<file path="src/design/md4sh_pkg.sv">
// md4sh_pkg: shared types, constants and step tables for the MD4-style hash.
// No dependencies; used by every other file of the block except md4sh_if.
package md4sh_pkg;

  localparam int MAX_LENGTH_BITS = 31;

  localparam logic [31:0] IV0 = 32'h67452301;
  localparam logic [31:0] IV1 = 32'hefcdab89;
  localparam logic [31:0] IV2 = 32'h98badcfe;
  localparam logic [31:0] IV3 = 32'h10325476;
  localparam logic [31:0] K_ROUND2 = 32'h5a827999;
  localparam logic [31:0] K_ROUND3 = 32'h6ed9eba1;
  // floor(n * RECIP10 / 2^35) == n / 10 for every 32-bit n
  localparam logic [31:0] RECIP10 = 32'hcccccccd;
  localparam int BLOCK_BYTES = 64;
  localparam int STEPS = 48;

  typedef enum logic [1:0] {
    JOB_BLOCK,
    JOB_FINAL,
    JOB_FINAL_ZERO
  } job_kind_t;

  typedef struct packed {
    job_kind_t                   kind;
    logic [MAX_LENGTH_BITS-1:0]  length;
    logic [BLOCK_BYTES*8-1:0]    data;
  } job_t;

  typedef struct packed {
    logic full;
    logic empty;
  } q_status_t;

  // block word used by step i
  function automatic logic [3:0] msg_index(input logic [5:0] i);
    logic [3:0] j;
    logic [3:0] r;
    j = i[3:0];
    r = j;
    case (i[5:4])
      2'd0: r = j;
      2'd1: r = {j[1:0], j[3:2]};
      default: r = {j[0], j[1], j[2], j[3]};
    endcase
    return r;
  endfunction

  function automatic logic [4:0] step_shift(input logic [5:0] i);
    logic [4:0] s;
    s = 5'd3;
    case (i[5:4])
      2'd0: begin
        case (i[1:0])
          2'd0: s = 5'd3;
          2'd1: s = 5'd7;
          2'd2: s = 5'd11;
          default: s = 5'd19;
        endcase
      end
      2'd1: begin
        case (i[1:0])
          2'd0: s = 5'd3;
          2'd1: s = 5'd5;
          2'd2: s = 5'd9;
          default: s = 5'd13;
        endcase
      end
      default: begin
        case (i[1:0])
          2'd0: s = 5'd3;
          2'd1: s = 5'd9;
          2'd2: s = 5'd11;
          default: s = 5'd15;
        endcase
      end
    endcase
    return s;
  endfunction

endpackage

</file>
<file path="src/design/md4sh_if.sv">
// md4sh_if: valid/ready channel interfaces for message bytes and digest words.
// No dependencies.
interface md4sh_in_if;
  logic       valid;
  logic       ready;
  logic [7:0] data_byte;
  logic       has_byte;
  logic       end_of_message;
  modport source (output valid, data_byte, has_byte, end_of_message, input ready);
  modport sink (input valid, data_byte, has_byte, end_of_message, output ready);
endinterface


</file>
<file path="src/design/md4sh_front.sv">
// md4sh_front: accepts message bytes, packs 64-byte blocks and queues jobs.
// Depends on md4sh_pkg and md4sh_if.
module md4sh_front #(
  parameter int LENGTH_BITS = 31
) (
  input  logic                 clk,
  input  logic                 rst,
  md4sh_in_if.sink             msg,
  input  md4sh_pkg::q_status_t q_status,
  output logic                 push,
  output md4sh_pkg::job_t      push_job
);

  localparam int BW = md4sh_pkg::BLOCK_BYTES * 8;

  logic [BW-1:0]          blk;
  logic [5:0]             pos;
  logic [LENGTH_BITS-1:0] len;

  logic                   accept;
  logic [BW-1:0]          blk_next;
  logic [5:0]             pos_next;
  logic [LENGTH_BITS-1:0] len_next;
  logic                   wrapped;
  logic [BW-1:0]          padded;

  assign msg.ready = !q_status.full;
  assign accept    = msg.valid && msg.ready;

  always_comb begin
    blk_next = blk;
    if (msg.has_byte) begin
      blk_next[pos*8 +: 8] = msg.data_byte;
    end
    pos_next = pos + {5'd0, msg.has_byte};
    len_next = len + {{(LENGTH_BITS-1){1'b0}}, msg.has_byte};
    wrapped  = msg.has_byte && (pos_next == 6'd0);
    // zero every slot from the next free position up
    padded = blk_next;
    for (int b = 0; b < md4sh_pkg::BLOCK_BYTES; b++) begin
      if (6'(b) >= pos_next) padded[b*8 +: 8] = 8'h00;
    end
  end

  assign push = accept && (wrapped || msg.end_of_message);

  always_comb begin
    push_job.length = md4sh_pkg::MAX_LENGTH_BITS'(len_next);
    if (wrapped) begin
      push_job.data = blk_next;
      push_job.kind = msg.end_of_message ? md4sh_pkg::JOB_FINAL_ZERO
                                         : md4sh_pkg::JOB_BLOCK;
    end else begin
      push_job.data = padded;
      push_job.kind = md4sh_pkg::JOB_FINAL;
    end
  end

  always_ff @(posedge clk) begin
    if (accept) blk <= blk_next;
  end

  always_ff @(posedge clk) begin
    if (rst) begin
      pos <= 6'd0;
      len <= '0;
    end else if (accept) begin
      if (msg.end_of_message) begin
        pos <= 6'd0;
        len <= '0;
      end else begin
        pos <= pos_next;
        len <= len_next;
      end
    end
  end

endmodule

</file>
<file path="src/flat_wrapper.sv">
// flat-port wrapper written by rule: the top's interface ports become plain ports
module md4sh_front_flat 
#(
  parameter int LENGTH_BITS = 31
)
  (clk, rst, q_status, push, push_job, msg_valid, msg_data_byte, msg_has_byte, msg_end_of_message, msg_ready);
  md4sh_in_if msg_i ();
  input  logic clk;
  input  logic rst;
  input  md4sh_pkg::q_status_t q_status;
  output logic push;
  output md4sh_pkg::job_t push_job;
  input wire logic [$bits(msg_i.valid)-1:0] msg_valid;
  input wire logic [$bits(msg_i.data_byte)-1:0] msg_data_byte;
  input wire logic [$bits(msg_i.has_byte)-1:0] msg_has_byte;
  input wire logic [$bits(msg_i.end_of_message)-1:0] msg_end_of_message;
  output wire logic [$bits(msg_i.ready)-1:0] msg_ready;
  assign msg_i.valid = msg_valid;
  assign msg_i.data_byte = msg_data_byte;
  assign msg_i.has_byte = msg_has_byte;
  assign msg_i.end_of_message = msg_end_of_message;
  assign msg_ready = msg_i.ready;
  md4sh_front #(.LENGTH_BITS(LENGTH_BITS)) u_core (.clk(clk), .rst(rst), .msg(msg_i), .q_status(q_status), .push(push), .push_job(push_job));
endmodule
</file>
<file path="config.mk">
export PLATFORM = sky130hd
export DESIGN_NAME = md4sh_front_flat
export DESIGN_NICKNAME = d
export VERILOG_FILES = /design/src/design/md4sh_pkg.sv /design/src/design/md4sh_if.sv /design/src/design/md4sh_front.sv /design/src/flat_wrapper.sv
export SDC_FILE = /design/constraint.sdc
export NUM_CORES = 1
export LEC_CHECK = 0
export ABC_AREA = 1
export CAP_MARGIN = 30
export CORE_UTILIZATION = 45
export CTS_CLUSTER_DIAMETER = 50
export DETAILED_ROUTE_END_ITERATION = 16
export DONT_BUFFER_PORTS = 1
export MAX_ROUTING_LAYER = met4
export PLACE_DENSITY_LB_ADDON = 0.2
export SLEW_MARGIN = 10
export SYNTH_ARGS = -nofsm -noshare
export SYNTH_HDL_FRONTEND = slang
export SYNTH_SLANG_ARGS = --single-unit
</file>
<file path="constraint.sdc">
create_clock -name clk -period 16.65 [get_ports clk]
set_input_delay 2.4975 -clock clk [delete_from_list [all_inputs] [get_ports clk]]
set_output_delay 2.4975 -clock clk [all_outputs]
set_load 0.02 [all_outputs]
</file>
==> flow_summary.toml <==
[critical_path]
cp_data_required_time_ns = 14.15
worstPathArrival_ns = 6.41
r2r_end = "u_core.blk[144]$_DFFE_PP_"
crit_path_start_kind = "primary input"
endpoint = "push_job[60]"
crit_type = "in2out"
r2r_cells = 10
rr_startpoint = "u_core.pos[0]$_SDFFE_PP0P_"
crit_fanout = 31
critPathLaunch = "msg_has_byte"
cp-end-kind = "output pin"
r2r_setup_slack_ns = 11.69

[clock_tree]
post_cts_buffers = 0
cts_resized = 0
clkTransAtPathRegs_ns = 0.06
cts_hold_buf = 0
cts_root_buf = "clkbuf_16"
cts_buffer_depth = 3
clkLatencyLatePin_ns = 0.60
clkSinkCount = 549
htreeDepth = 3
cts_tree = "built"
numCtsBuffers = 77

[grt]
grt_overflow = 0
grt_first_pass_wirelength_um = 153900
grt_antenna_before_repair = 0
first_global_vias = 23986
grt_max_degree = 196
grt_use_total_pct = 29.84

[sta]
slew_viol_final = 0
tns_ns = 0
hold_viol = 0
tightest_slew_ns = 1.225
setup_viol = 0
fin_ws_ns = 7.745
fmax_mhz = 112.3
relSlewSlack_pct = 18.33
fin_worst_skew_ns = 0.01639
grt_setup_unrepaired = "no"
min_period_ns = 8.905
finalCritPeriodShare_pct = 53.48

[placed_design]
dp_slack_ns = 7.894
io_buffers = 0
place_inst = 5013
dp_hpwl_um = 76940
placed_cell_area_sq_um = 32240
place_congestion = 0.9355

[synth]
synth-edff-count = 512
netlist.top_cell.by_area = "edfxtp_1"
yosys_warnings = 0
synthFlopType = "edfxtp_1"
yosysSeqAreaShare_pct = 51.16
syn_area_per_cell_sq_um = 7.499
synth_cells = 4201
synth_nets = 4222
synth-seq-cells = 549
synth_common_cells = "nand2_1 (1092), inv_1 (922), nor2_1 (622)"
ys_top_cells_by_area = "edfxtp_1 (49%), nand2_1 (13%), inv_1 (11%)"
synth_cell_types = 39
mappedNetlistArea_sq_um = 31500
yosysMostFrequentCell = "nand2_1"
netlist.area_leader.share_pct = 48.80
async_flop_share_pct = 0

[finish]
syn_to_final_growth_pct = 10.51
stdcell_count = 5157
postLayoutCellArea_sq_um = 34810
final_nets = 4185
antenna_cells = 0
drive_above_1_share_pct = 5.111

[status]
status = "complete, no violations"

[drt]
wire_per_inst_um = 20.76
remaining_drc_errors = 0
drt-pass1-iter-count = 6
drt_iter0_drc = 2498
vias = 26535
routed_wirelength_um = 107100
vias_per_cell = 5.145
ant_nets = 0

[worst_hold_path]
hold_class = "reg2reg"

[floorplan]
die_height_um = 266.6
core_sq_um = 68950
die_area_sq_um = 71070
rows = 96
io_pins = 562
initial_core_util_pct = 45.69
die_w_um = 266.6

[power]
p_leak_nw = 16.51
worst_ir_drop_vdd_mv = 0.08409
p_total_mw = 3.532
power.density_nw_per_um2 = 101.5

[flow_run]
max_cap_violations = 0
==> sequential cells by signal (all words and copies together), names as in the netlist <==
signal      flops
u_core.len     31
u_core.blk    512
u_core.pos      6
==> through the flow <==
step,hold slack [ns],utilization (%)
detailed placement,0.4570,46.76
CTS,0.4650,50.46
finish,0.4651,50.49
global route,0.5006,50.49
floorplan,0.4453,-
global placement,0.4495,46.69
==> power breakdown <==
part / switching, mW / internal (mW)
logic: 0.263 / 0.0507
clock network: 0.654 / 0.992
registers: 0.0111 / 1.56
total: 0.928 / 2.60
==> layout by cell type, fill, tap and decap left out, drive strengths merged, types with 22 or more instances in the layout <==
master	synthesis	routed
nand2	1100	1100
clkbuf	50	92
dfxtp	37	37
nor2	646	646
a21oi	112	112
and2	38	38
edfxtp	512	512
nor3	54	54
nand3	129	129
clkinv	2	27
o21ai	349	349
buf	88	22
inv	940	945
nand4	92	92
==> worst max-delay path, stage by stage <==
cell	delay, ns
ha_1	0.21
ha_1	0.43
nor2_1	0.37
nand2_1	0.20
nor2_1	0.18
nand2_2	0.52
nand2_1	0.69
clkinv_1	0.54
a21oi_1	0.76
==> metal layers <==
metal  vias to the layer above  share of wire, %  global-route usage, %
li1                      13051                 -                      -
met2                      1060                46                  46.92
met3                       177               8.2                  6.246
met5                         -                 0                      -
met4                         0               3.7                  11.18
met1                     12247                42                  37.83
==> worst min path at each step <==
stage                                      startpoint                           to  depth (start not counted)
after detailed placement  u_core.len[12]$_SDFFE_PP0P_  u_core.len[12]$_SDFFE_PP0P_                          2
after global routing      u_core.len[12]$_SDFFE_PP0P_  u_core.len[12]$_SDFFE_PP0P_                          2
final                     u_core.len[12]$_SDFFE_PP0P_  u_core.len[12]$_SDFFE_PP0P_                          2
after global placement    u_core.len[12]$_SDFFE_PP0P_  u_core.len[12]$_SDFFE_PP0P_                          2
after floorplan           u_core.len[12]$_SDFFE_PP0P_  u_core.len[12]$_SDFFE_PP0P_                          2
after CTS                 u_core.len[12]$_SDFFE_PP0P_  u_core.len[12]$_SDFFE_PP0P_                          2
==> layout make-up <==
| type | count | area, sq um |
|---|---|---|
| Timing Repair Buffer | 22 | 205.2 |
| Clock inverter | 49 | 476.7 |
| Clock buffer | 92 | 2078 |
| Tap cell | 931 | 1165 |
| Multi-Input combinational cell | 2572 | 11230 |
| Fill cell | 6911 | 34130 |
| Inverter | 942 | 3547 |
| Sequential cell | 549 | 16120 |
==> cells by family (layout without fill, tap and decap cells) <==
| family | after synthesis | after routing | synth area share [%] |
|---|---|---|---|
| fa+ha+maj | 6 | 6 | 0.2383 |
| simple gates | 2079 | 2079 | 27.27 |
| flops | 549 | 549 | 51.16 |
| compound gates | 468 | 468 | 7.503 |
| buf+inv | 1080 | 1105 | 13.31 |
| xor+xnor | 19 | 19 | 0.5282 |
(Power assumes the default switching activity.)
