--- src/design/md4sh_pkg.sv ---
// md4sh_pkg: shared types, constants and step tables for the MD4-style hash.
// No dependencies; used by every other file of the block except md4sh_if.
package md4sh_pkg;

  localparam int MAX_LENGTH_BITS = 31;

  localparam logic [31:0] IV0 = 32'h67452301;
  localparam logic [31:0] IV1 = 32'hefcdab89;
  localparam logic [31:0] IV2 = 32'h98badcfe;
  localparam logic [31:0] IV3 = 32'h10325476;
  localparam logic [31:0] K_ROUND2 = 32'h5a827999;
  localparam logic [31:0] K_ROUND3 = 32'h6ed9eba1;
  // floor(n * RECIP10 / 2^35) == n / 10 for every 32-bit n
  localparam logic [31:0] RECIP10 = 32'hcccccccd;
  localparam int BLOCK_BYTES = 64;
  localparam int STEPS = 48;

  typedef enum logic [1:0] {
    JOB_BLOCK,
    JOB_FINAL,
    JOB_FINAL_ZERO
  } job_kind_t;

  typedef struct packed {
    job_kind_t                   kind;
    logic [MAX_LENGTH_BITS-1:0]  length;
    logic [BLOCK_BYTES*8-1:0]    data;
  } job_t;

  typedef struct packed {
    logic full;
    logic empty;
  } q_status_t;

  // block word used by step i
  function automatic logic [3:0] msg_index(input logic [5:0] i);
    logic [3:0] j;
    logic [3:0] r;
    j = i[3:0];
    r = j;
    case (i[5:4])
      2'd0: r = j;
      2'd1: r = {j[1:0], j[3:2]};
      default: r = {j[0], j[1], j[2], j[3]};
    endcase
    return r;
  endfunction

  function automatic logic [4:0] step_shift(input logic [5:0] i);
    logic [4:0] s;
    s = 5'd3;
    case (i[5:4])
      2'd0: begin
        case (i[1:0])
          2'd0: s = 5'd3;
          2'd1: s = 5'd7;
          2'd2: s = 5'd11;
          default: s = 5'd19;
        endcase
      end
      2'd1: begin
        case (i[1:0])
          2'd0: s = 5'd3;
          2'd1: s = 5'd5;
          2'd2: s = 5'd9;
          default: s = 5'd13;
        endcase
      end
      default: begin
        case (i[1:0])
          2'd0: s = 5'd3;
          2'd1: s = 5'd9;
          2'd2: s = 5'd11;
          default: s = 5'd15;
        endcase
      end
    endcase
    return s;
  endfunction

endpackage

--- src/design/md4sh_queue.sv ---
// md4sh_queue: two-entry job queue between the byte packer and the compressor.
// Depends on md4sh_pkg.
module md4sh_queue (
  input  logic                  clk,
  input  logic                  rst,
  input  logic                  push,
  input  md4sh_pkg::job_t       push_job,
  input  logic                  pop,
  output md4sh_pkg::job_t       head_job,
  output md4sh_pkg::q_status_t  status
);

  md4sh_pkg::job_t entry [2];
  logic       wr_ptr;
  logic       rd_ptr;
  logic [1:0] count;

  assign head_job     = entry[rd_ptr];
  assign status.full  = (count == 2'd2);
  assign status.empty = (count == 2'd0);

  always_ff @(posedge clk) begin
    if (push) begin
      entry[wr_ptr] <= push_job;
    end
  end

  always_ff @(posedge clk) begin
    if (rst) begin
      wr_ptr <= 1'b0;
      rd_ptr <= 1'b0;
      count  <= 2'd0;
    end else begin
      if (push) wr_ptr <= ~wr_ptr;
      if (pop) rd_ptr <= ~rd_ptr;
      count <= count + {1'b0, push} - {1'b0, pop};
    end
  end

`ifndef SYNTHESIS
  a_no_overflow: assert property (@(posedge clk) disable iff (rst) !(push && status.full))
    else $error("push into full job queue");
  a_no_underflow: assert property (@(posedge clk) disable iff (rst) !(pop && status.empty))
    else $error("pop from empty job queue");
  a_count_range: assert property (@(posedge clk) disable iff (rst) count != 2'd3)
    else $error("job queue count out of range");
`endif

endmodule

--- config.mk ---
export PLATFORM = sky130hd
export DESIGN_NAME = md4sh_queue
export DESIGN_NICKNAME = d
export VERILOG_FILES = /design/src/design/md4sh_pkg.sv /design/src/design/md4sh_queue.sv
export SDC_FILE = /design/constraint.sdc
export NUM_CORES = 1
export LEC_CHECK = 0
export BUFFER_PORTS_ARGS = -buffer_cell sky130_fd_sc_hd__buf_2
export CORE_AREA = 3 3 424 426
export CTS_BUF_LIST = sky130_fd_sc_hd__clkbuf_4 sky130_fd_sc_hd__clkbuf_8
export DETAILED_ROUTE_END_ITERATION = 6
export DIE_AREA = 0 0 427 429
export SLEW_MARGIN = 10
export SYNTH_ARGS = -nofsm -noshare
export SYNTH_HDL_FRONTEND = slang
export SYNTH_SLANG_ARGS = --single-unit
--- constraint.sdc ---
create_clock -name clk -period 77.9 [get_ports clk]
set_input_delay 7.79 -clock clk [delete_from_list [all_inputs] [get_ports clk]]
set_output_delay 7.79 -clock clk [all_outputs]
set_load 0.05 [all_outputs]
==> impl_metrics.py, run 1 <==
metrics = {
    "outcome": {
        "status": "completed",
    },
    "critical_path": {
        "crit_type": "register to output port",
        "cp_slowest_cell": "buf_4",
        "endpoint_kind": "output port",
        "crit_family": "buffers and inverters",
        "regToRegSetupSlack_ps": 73140,
        "critPathArrivalTime_ps": 5670,
        "startpoint_type": "register",
        "cp_max_fo": 67,
        "crit_top_cell": "buf_4",
        "required_ps": 70110,
        "critical_path_buf_inv_count": 5,
        "cpPeakStageDelay_ps": 830,
        "worstPathCellList": "buf_4 -> buf_4 -> buf_4 -> buf_4 -> mux2_2 -> buf_2",
    },
    "finish": {
        "drive_above_1_share_pct": 63.0,
        "final_cells": 5477,
        "final_area_mm2": 0.0517,
        "nets": 3515,
        "area_growth_syn_to_layout_pct": 30.1,
        "fin_util_pct": 29.3,
    },
    "die": {
        "start_util_pct": 22.6,
        "die_x_um": 427,
        "core-area_mm2": 0.176,
        "pin_count": 1096,
        "dieHeight_um": 429,
        "num_rows": 154,
        "die-area_mm2": 0.183,
    },
    "sta": {
        "fin_crit_ps": 13460,
        "setup_violations": 0,
        "hold_ws_ps": 541,
        "clock.fmax_mhz": 74.3,
        "slew_violations": 0,
        "finClkSkew_ps": 29.4,
        "max_slew_margin_pct": 24.8,
        "hold_violations": 0,
        "rsz0062_at_grt": "false",
        "fin_tns_setup_ps": 0,
        "fin_crit_sh_pct": 17.3,
        "tightest_slew_ps": 1130,
    },
    "cts": {
        "cts_tree": "built",
        "clock_path_buffers": 3,
        "cts.reportedPaths.clkPinSlew_ps": 60,
        "cts_hold_buffers": 0,
        "cts_buffers": 186,
        "post-cts-setup-buffers": 0,
        "post_cts_resize_count": 0,
        "h-tree-depth": 4,
        "clock_latency_ps": 930,
        "clkSinkCount": 1095,
        "cts_root_buf": "clkbuf_8",
    },
    "synth": {
        "synth-adder-area-share_pct": 0.0630,
        "synth-simple-area-share_pct": 0.110,
        "synthMuxAreaShare_pct": 15.9,
        "syn_area_mm2": 0.0397,
        "ys_ff_latch": 1095,
        "synth_top_family_by_area": "multiplexers",
        "yosysUniqueCellTypes": 14,
        "yosysSeqAreaShare_pct": 82.7,
        "synth_nets": 2268,
        "yosysWarnings": 0,
        "postSynthCellCount": 1717,
        "synth-compound-area-share_pct": 0,
        "synthXorXnorAreaFrac_pct": 0.101,
        "postSynthAreaPerCell_um2": 23.1,
    },
    "route": {
        "routed_wl_mm": 127,
        "dr.pass1.iters": 5,
        "detail_route.vias_per_cell": 3.94,
        "postRouteAntennaNets": 0,
        "wl_per_cell_um": 23.2,
        "drt_iter0_drc": 1349,
        "vias": 21600,
        "drc": 0,
    },
    "worst_hold_path": {
        "hold_path.class": "register to register",
    },
    "placed_design": {
        "io_buffers": 1095,
        "dp_cells": 5116,
        "routabilityCongestion": 0.911,
        "hpwl_mm": 94.1,
        "placed_area_mm2": 0.0479,
    },
    "global_routing": {
        "antenna_found_initial": 87,
        "use_met2_pct": 23.2,
        "first_global_vias": 22300,
        "use_met1_pct": 14.2,
        "grt_max_degree": 146,
        "use_met3_pct": 5.85,
        "top_usage_layer": "met2",
        "grt_usage_pct": 13.3,
        "gr-total-overflow": 0,
        "grt_pass1_wl_mm": 172,
    },
    "power_and_ir_drop": {
        "powerDensity_mw_per_mm2": 28.4,
        "static-leakage-power_nw": 18.9,
        "vdd_ir_drop_max_mv": 0.0165,
    },
    "run": {
        "max_cap_viol_count": 0,
    },
}
==> synthesized netlist by cell type <==
| master | number | area [µm²] |
|---|---|---|
| buf_2 | 14 | 70.1 |
| nor2_1 | 5 | 18.8 |
| ha_1 | 2 | 25.0 |
| mux2_2 | 495 | 5570 |
| and2_1 | 1 | 6.26 |
| xnor2_1 | 2 | 17.5 |
| buf_6 | 7 | 78.8 |
| xnor3_1 | 1 | 22.5 |
| inv_1 | 2 | 7.51 |
| mux2_4 | 50 | 751 |
| buf_4 | 40 | 300 |
| nor2b_1 | 3 | 18.8 |
| edfxtp_1 | 1090 | 32700 |
| dfxtp_1 | 5 | 100 |
==> final cells by class <==
class	instances	area [µm²]
Timing Repair Buffer	1120	5680
Sequential cell	1095	32800
Clock inverter	82	662
Fill cell	17600	124000
Clock buffer	249	3050
Multi-Input combinational cell	559	6440
Inverter	2	7.51
Tap cell	2340	2930
Antenna cell	30	75.1
==> final timing paths <==
check                start       endpoint  depth (start not counted)
hold / removal      rd_ptr         rd_ptr                          2
setup / recovery  register  head_job[425]                          6
hold reg to reg     rd_ptr         rd_ptr                          2
setup reg to reg    wr_ptr    entry[0][6]                          5
==> flip-flops by register name, summed over array words and instances, names as in the netlist, named ones only <==
name,cells
wr_ptr,1
rd_ptr,1
count,2
entry,1090
==> layout by cell type, fill, tap and decap left out, drive strengths merged <==
cell      count
buf        1120
edfxtp     1090
mux2        545
clkbuf      249
clkinv       62
diode        30
inv           9
bufinv        8
nor2          5
clkinvlp      5
dfxtp         5
nor2b         3
xnor2         2
ha            2
and2          1
xnor3         1
==> cell families (layout without fill, tap and decap cells) <==
| logic type | count (synthesis) | in the layout |
|---|---|---|
| flops | 1095 | 1095 |
| mux | 545 | 545 |
| buf+inv | 63 | 1453 |
| simple gates | 9 | 9 |
| xor+xnor | 3 | 3 |
| fa+ha+maj | 2 | 2 |
| other cells | 0 | 30 |
==> power breakdown <==
group | leakage (nW) | switching (mW) | internal [mW] | total, mW
Combinational | 6.73 | 0.188 | 0.0652 | 0.253
Sequential | 10.3 | 0.00791 | 0.689 | 0.697
Clock | 1.95 | 0.236 | 0.282 | 0.519
Total | 18.9 | 0.432 | 1.04 | 1.47
==> worst reg2reg max path: stages (launching register included) <==
cell	delay, ps
dfxtp_1	350
nor2b_4	690
buf_4	740
buf_4	820
buf_4	760
buf_4	940
==> metal layers <==
layer / up-vias / share of wire [%]
met4: 60 / 3.4
met3: 296 / 9.2
met5: - / 0.31
met1: 10800 / 36
met2: 896 / 51
li1: 9483 / -
==> metrics by stage <==
stage	worst slack, ps	total power [mW]
after floorplan	45220	0.914
after global placement	65380	0.964
after detailed placement	65370	0.966
after CTS	64240	1.50
after global routing	64080	1.53
final	64440	1.47
Power figures use the tool's default switching activity.
==> run 2: changes to the inputs <==
--- a/config.mk
+++ b/config.mk
@@ -6,10 +6,10 @@
 export NUM_CORES = 1
 export LEC_CHECK = 0
 export BUFFER_PORTS_ARGS = -buffer_cell sky130_fd_sc_hd__buf_2
-export CORE_AREA = 3 3 424 426
+export CORE_AREA = 3 3 427 429
 export CTS_BUF_LIST = sky130_fd_sc_hd__clkbuf_4 sky130_fd_sc_hd__clkbuf_8
 export DETAILED_ROUTE_END_ITERATION = 6
-export DIE_AREA = 0 0 427 429
+export DIE_AREA = 0 0 430 432
 export SLEW_MARGIN = 10
 export SYNTH_ARGS = -nofsm -noshare
 export SYNTH_HDL_FRONTEND = slang
==> constraint.sdc (replaced) <==
create_clock -name clk -period 14 [get_ports clk]
set_input_delay 1.4 -clock clk [delete_from_list [all_inputs] [get_ports clk]]
set_output_delay 1.4 -clock clk [all_outputs]
set_load 0.05 [all_outputs]
==> run 2 against run 1 <==
Net effect: wire length decreased by 2.4%; die area grew 1.4%; first-iteration DRC count decreased by 6.2%; register-to-register slack worse by 63000 ps; flip-flop and latch count unchanged; worst setup slack got worse by 56000 ps; sequential power increased to 5.6 times the previous value; largest cell class unchanged; count of clock-buffer cells in the layout rose by 6; non-clock buffer count decreased by 6; core utilization shrank 0.35 points; design area is 0.20% higher; critical path type unchanged.
==> impl_metrics.py, run 2 (same netlist as run 1, synthesis figures left out) <==
metrics = {
    "cts": {
        "cts_tree": "built",
        "clock_latency_ps": 860,
        "post_cts_resize_count": 0,
        "cts.reportedPaths.clkPinSlew_ps": 50,
        "clkSinkCount": 1095,
        "cts_root_buf": "clkbuf_8",
        "cts_hold_buffers": 0,
        "cts_buffers": 188,
        "post-cts-setup-buffers": 0,
        "clock_path_buffers": 3,
        "h-tree-depth": 4,
    },
    "finish": {
        "reg_top3": "entry: 1090 flops, count: 2 flops",
        "drive_above_1_share_pct": 62.9,
        "largest_reg_flops": 1090,
        "nets": 3511,
        "final_cells": 5512,
        "final_area_mm2": 0.0518,
        "final_common_cell": "buf_2",
        "fillers": 17900,
        "area_growth_syn_to_layout_pct": 30.4,
        "final_cell_mix": "buf_2 (1095), edfxtp_1 (1090), mux2_2 (495)",
        "top_register": "entry",
        "fin_util_pct": 29.0,
    },
    "sta": {
        "finalWorstSetupSlack_ps": 8330,
        "fin_tns_setup_ps": 0,
        "slew_violations": 0,
        "hold_ws_ps": 524,
        "max_slew_margin_pct": 23.2,
        "setup_violations": 0,
        "tightest_slew_ps": 1150,
        "rsz0062_at_grt": "false",
        "clock.fmax_mhz": 176,
        "hold_violations": 0,
        "fin_crit_sh_pct": 40.5,
        "finClkSkew_ps": 30.6,
        "fin_crit_ps": 5670,
    },
    "outcome": {
        "status": "completed",
    },
    "power_and_ir_drop": {
        "power_mw": 8.14,
        "vdd_ir_drop_max_mv": 0.0894,
        "powerDensity_mw_per_mm2": 157,
        "static-leakage-power_nw": 19.0,
    },
    "die": {
        "die-area_mm2": 0.186,
        "dieHeight_um": 432,
        "start_util_pct": 22.2,
        "num_rows": 155,
        "core-area_mm2": 0.179,
        "pin_count": 1096,
        "die_x_um": 430,
    },
    "critical_path": {
        "required_ps": 12600,
        "endpoint_kind": "output port",
        "rr_startpoint": "wr_ptr",
        "regToRegSetupSlack_ps": 9820,
        "crit_type": "register to output port",
        "r2r-end": "entry[1][473]",
        "cpPeakStageDelay_ps": 890,
        "reg2regPathDepth": 4,
        "cp_max_fo": 151,
        "cp_slowest_cell": "dfxtp_4",
        "crit_family": "buffers and inverters",
        "worstPathCellList": "buf_4 -> buf_12 -> mux2_2 -> buf_2",
        "critical_path_buf_inv_count": 3,
        "critPathArrivalTime_ps": 4270,
        "startpoint_type": "register",
        "cp.depth": 4,
    },
    "route": {
        "drt_iter0_drc": 1266,
        "highest_layer": "met5",
        "met2_length_mm": 63.1,
        "detail_route.vias_per_cell": 3.91,
        "wirelength_met1_mm": 45.3,
        "met3_wirelength_mm": 10.9,
        "vias": 21600,
        "drc": 0,
        "postRouteAntennaNets": 0,
        "wl_per_cell_um": 22.5,
        "routed_wl_mm": 124,
        "dr.pass1.iters": 6,
    },
    "placed_design": {
        "place_ws_ps": 8660,
        "hpwl_mm": 91.8,
        "io_buffers": 1095,
        "placed_area_mm2": 0.0479,
        "routabilityCongestion": 0.881,
        "dp_cells": 5125,
    },
    "global_routing": {
        "gr-total-overflow": 0,
        "grt_max_degree": 152,
        "grt_pass1_wl_mm": 167,
        "grt_usage_pct": 12.8,
        "antenna_found_initial": 104,
        "first_global_vias": 22200,
    },
    "worst_hold_path": {
        "hold_path.class": "register to register",
        "hold_path_depth": 2,
        "min_to": "rd_ptr",
        "hp-start": "rd_ptr",
    },
    "run": {
        "max_cap_viol_count": 0,
    },
}
run 2: final cells by class:
cell class / instances / area (µm²) / area share [%]
Clock buffer: 255 / 3100 / 5.99
Multi-Input combinational cell: 559 / 6440 / 12.4
Sequential cell: 1095 / 32800 / 63.4
Antenna cell: 44 / 110 / 0.213
Clock inverter: 88 / 628 / 1.21
Timing Repair Buffer: 1114 / 5710 / 11.0
Inverter: 2 / 7.51 / 0.0145
Tap cell: 2355 / 2950 / 5.69
run 2: how the worst max path moves through the flow:
stage,startpoint,endpoint,slack (ps)
2_1_floorplan,push,entry[0][0],4030
3_3_place_gp,push,entry[1][403],8680
3_5_place_dp,push,entry[1][402],8660
4_1_cts,register,head_job[486],8170
5_1_grt,register,head_job[486],8070
6_report,register,head_job[91],8330
run 2: where the power goes:
part	switching (mW)	internal, mW
Combinational	1.04	0.366
Sequential	0.0469	3.84
Clock	1.30	1.56
run 2: tightest hold or removal path: cells and delay by family (launching register included):
kind | cells | cell delay [ps]
xor gates and xnor gates | 1 | 80
DFF | 1 | 330
and+or+nand+nor | 1 | 80
run 2: per-layer routing:
layer | global-route usage, % | vias up
li1 | - | 9497
met3 | 5.19 | 290
met4 | 5.52 | 44
met2 | 21.9 | 903
met5 | 0 | -
met1 | 14.0 | 10800
==> run 3: changes to the inputs <==
==> constraint.sdc (replaced) <==
create_clock -name clk -period 5.6 [get_ports clk]
set_input_delay 0.56 -clock clk [delete_from_list [all_inputs] [get_ports clk]]
set_output_delay 0.56 -clock clk [all_outputs]
set_load 0.05 [all_outputs]
==> run 3 against run 2 <==
Net effect: sequential power increased to 2.5 times the previous value; final cell count rose by 10%; global-route usage is 0.80 points higher; worst setup slack got worse by 6500 ps; combinational power increased to 2.8 times the previous value; die area stayed put; core utilization up 3.2 points; critical path depth shrank 1; highest routed layer unchanged.
==> impl_metrics.py, run 3 (same netlist as run 1, synthesis figures left out) <==
metrics = {
    "outcome": {
        "status": "completed",
    },
    "finish": {
        "drive_above_1_share_pct": 53.6,
        "final_common_cell": "buf_2",
        "seq_area_mm2": 0.0328,
        "multi_input_area_mm2": 0.00644,
        "final_cell_mix": "buf_2 (1095), edfxtp_1 (1090), dlygate4sd3_1 (549)",
        "final_cells": 6075,
        "final_area_mm2": 0.0575,
        "largest_reg_flops": 1090,
        "fillers": 17400,
        "reg_top3": "entry: 1090 flops, count: 2 flops",
        "fin_util_pct": 32.2,
        "top_register": "entry",
        "area_growth_syn_to_layout_pct": 44.6,
        "nets": 4089,
    },
    "route": {
        "met3_wirelength_mm": 10.6,
        "wl_per_cell_um": 21.7,
        "drc": 0,
        "routed_wl_mm": 132,
        "highest_layer": "met5",
        "detail_route.vias_per_cell": 3.96,
        "vias": 24000,
        "dr.pass1.iters": 5,
        "drt_iter0_drc": 1538,
        "postRouteAntennaNets": 0,
        "wirelength_met1_mm": 48.4,
        "met2_length_mm": 67.0,
    },
    "global_routing": {
        "gr-total-overflow": 0,
        "antenna_found_initial": 63,
        "grt_max_degree": 149,
        "first_global_vias": 25800,
        "grt_pass1_wl_mm": 182,
        "grt_usage_pct": 13.6,
    },
    "cts": {
        "h-tree-depth": 4,
        "cts_tree": "built",
        "cts.reportedPaths.clkPinSlew_ps": 60,
        "clock_latency_ps": 870,
        "clock_path_buffers": 3,
        "cts_buffers": 186,
        "clkSinkCount": 1095,
        "cts_root_buf": "clkbuf_8",
        "post-cts-setup-buffers": 0,
    },
    "placed_design": {
        "hpwl_mm": 97.1,
        "placed_area_mm2": 0.0482,
        "dp_cells": 5156,
        "place_ws_ps": 2610,
        "routabilityCongestion": 0.890,
        "io_buffers": 1095,
    },
    "die": {
        "pin_count": 1096,
        "core-area_mm2": 0.179,
        "num_rows": 155,
        "die-area_mm2": 0.186,
        "start_util_pct": 22.2,
        "dieHeight_um": 432,
        "die_x_um": 430,
    },
    "sta": {
        "fin_tns_setup_ps": 0,
        "hold_ws_ps": 402,
        "fin_crit_ps": 3810,
        "finClkSkew_ps": 48.3,
        "tightest_slew_ps": 1130,
        "slew_violations": 0,
        "setup_violations": 0,
        "max_slew_margin_pct": 24.5,
        "finalWorstSetupSlack_ps": 1790,
        "rsz0062_at_grt": "false",
        "clock.fmax_mhz": 262,
        "fin_crit_sh_pct": 68.1,
        "hold_violations": 0,
    },
    "worst_hold_path": {
        "hold_path.class": "input port to register",
    },
    "critical_path": {
        "regToRegSetupSlack_ps": 3190,
        "required_ps": 5040,
        "cp_max_fo": 61,
        "r2r-end": "entry[1][265]",
        "cpPeakStageDelay_ps": 940,
        "critical_path_buf_inv_count": 2,
        "rr_startpoint": "wr_ptr",
        "startpoint_type": "register",
        "endpoint_kind": "output port",
        "crit_family": "flip-flops",
        "cp_slowest_cell": "dfxtp_4",
        "reg2regPathDepth": 2,
        "crit_type": "register to output port",
        "cp.depth": 3,
        "endpoint": "head_job[65]",
        "critPathArrivalTime_ps": 3250,
        "worstPathCellList": "buf_4 -> mux2_2 -> buf_2",
    },
    "power_and_ir_drop": {
        "vdd_ir_drop_max_mv": 0.219,
        "power_mw": 20.7,
        "pwr-share-clk_pct": 34.2,
        "p_sw_share_pct": 29.6,
        "combPwrFrac_pct": 18.8,
        "static-leakage-power_nw": 21.3,
        "p_seq_share_pct": 47.0,
        "powerDensity_mw_per_mm2": 360,
        "switchingPower_mw": 6.11,
        "internal_power_mw": 14.6,
    },
    "run": {
        "max_cap_viol_count": 0,
    },
}
-- run 3: routing by layer --
| metal | vias to the layer above | GRT usage [%] |
|---|---|---|
| li1 | 10600 | - |
| met1 | 12100 | 14.8 |
| met2 | 1012 | 23.4 |
| met3 | 281 | 5.06 |
| met4 | 20 | 6.43 |
| met5 | - | 0 |
-- run 3: worst min path at each step --
stage                              from            end  slack [ps]  cells after the start
after detailed placement         rd_ptr       register         490                      2
after floorplan                  rd_ptr       register         480                      2
final                     push_job[261]  entry[1][261]         400                      2
after CTS                 push_job[403]  entry[0][403]         230                      2
after global placement           rd_ptr         rd_ptr         490                      2
after global routing      push_job[403]  entry[0][403]         270                      2
-- run 3: repair_timing --
action,in CTS,in global routing
resized for setup,0,0
hold endpoints to repair,1095,0
hold buffers,549,0
-- run 3: layout make-up --
type | count | area share (%)
Sequential cell | 1095 | 57.2
Multi-Input combinational cell | 559 | 11.2
Antenna cell | 47 | 0.205
Clock inverter | 90 | 1.23
Timing Repair Buffer | 1694 | 20.0
Clock buffer | 233 | 5.08
Tap cell | 2355 | 5.13
Inverter | 2 | 0.0131
-- run 3: power groups by stage --
| stage | Combinational [mW] | Clock [mW] | Sequential (mW) |
|---|---|---|---|
| floorplan | 2.50 | 0 | 9.96 |
| global placement | 3.53 | 0 | 9.88 |
| detailed placement | 3.54 | 0 | 9.90 |
| CTS | 3.92 | 7.29 | 9.73 |
| global route | 4.03 | 7.66 | 9.76 |
| finish | 3.88 | 7.06 | 9.72 |
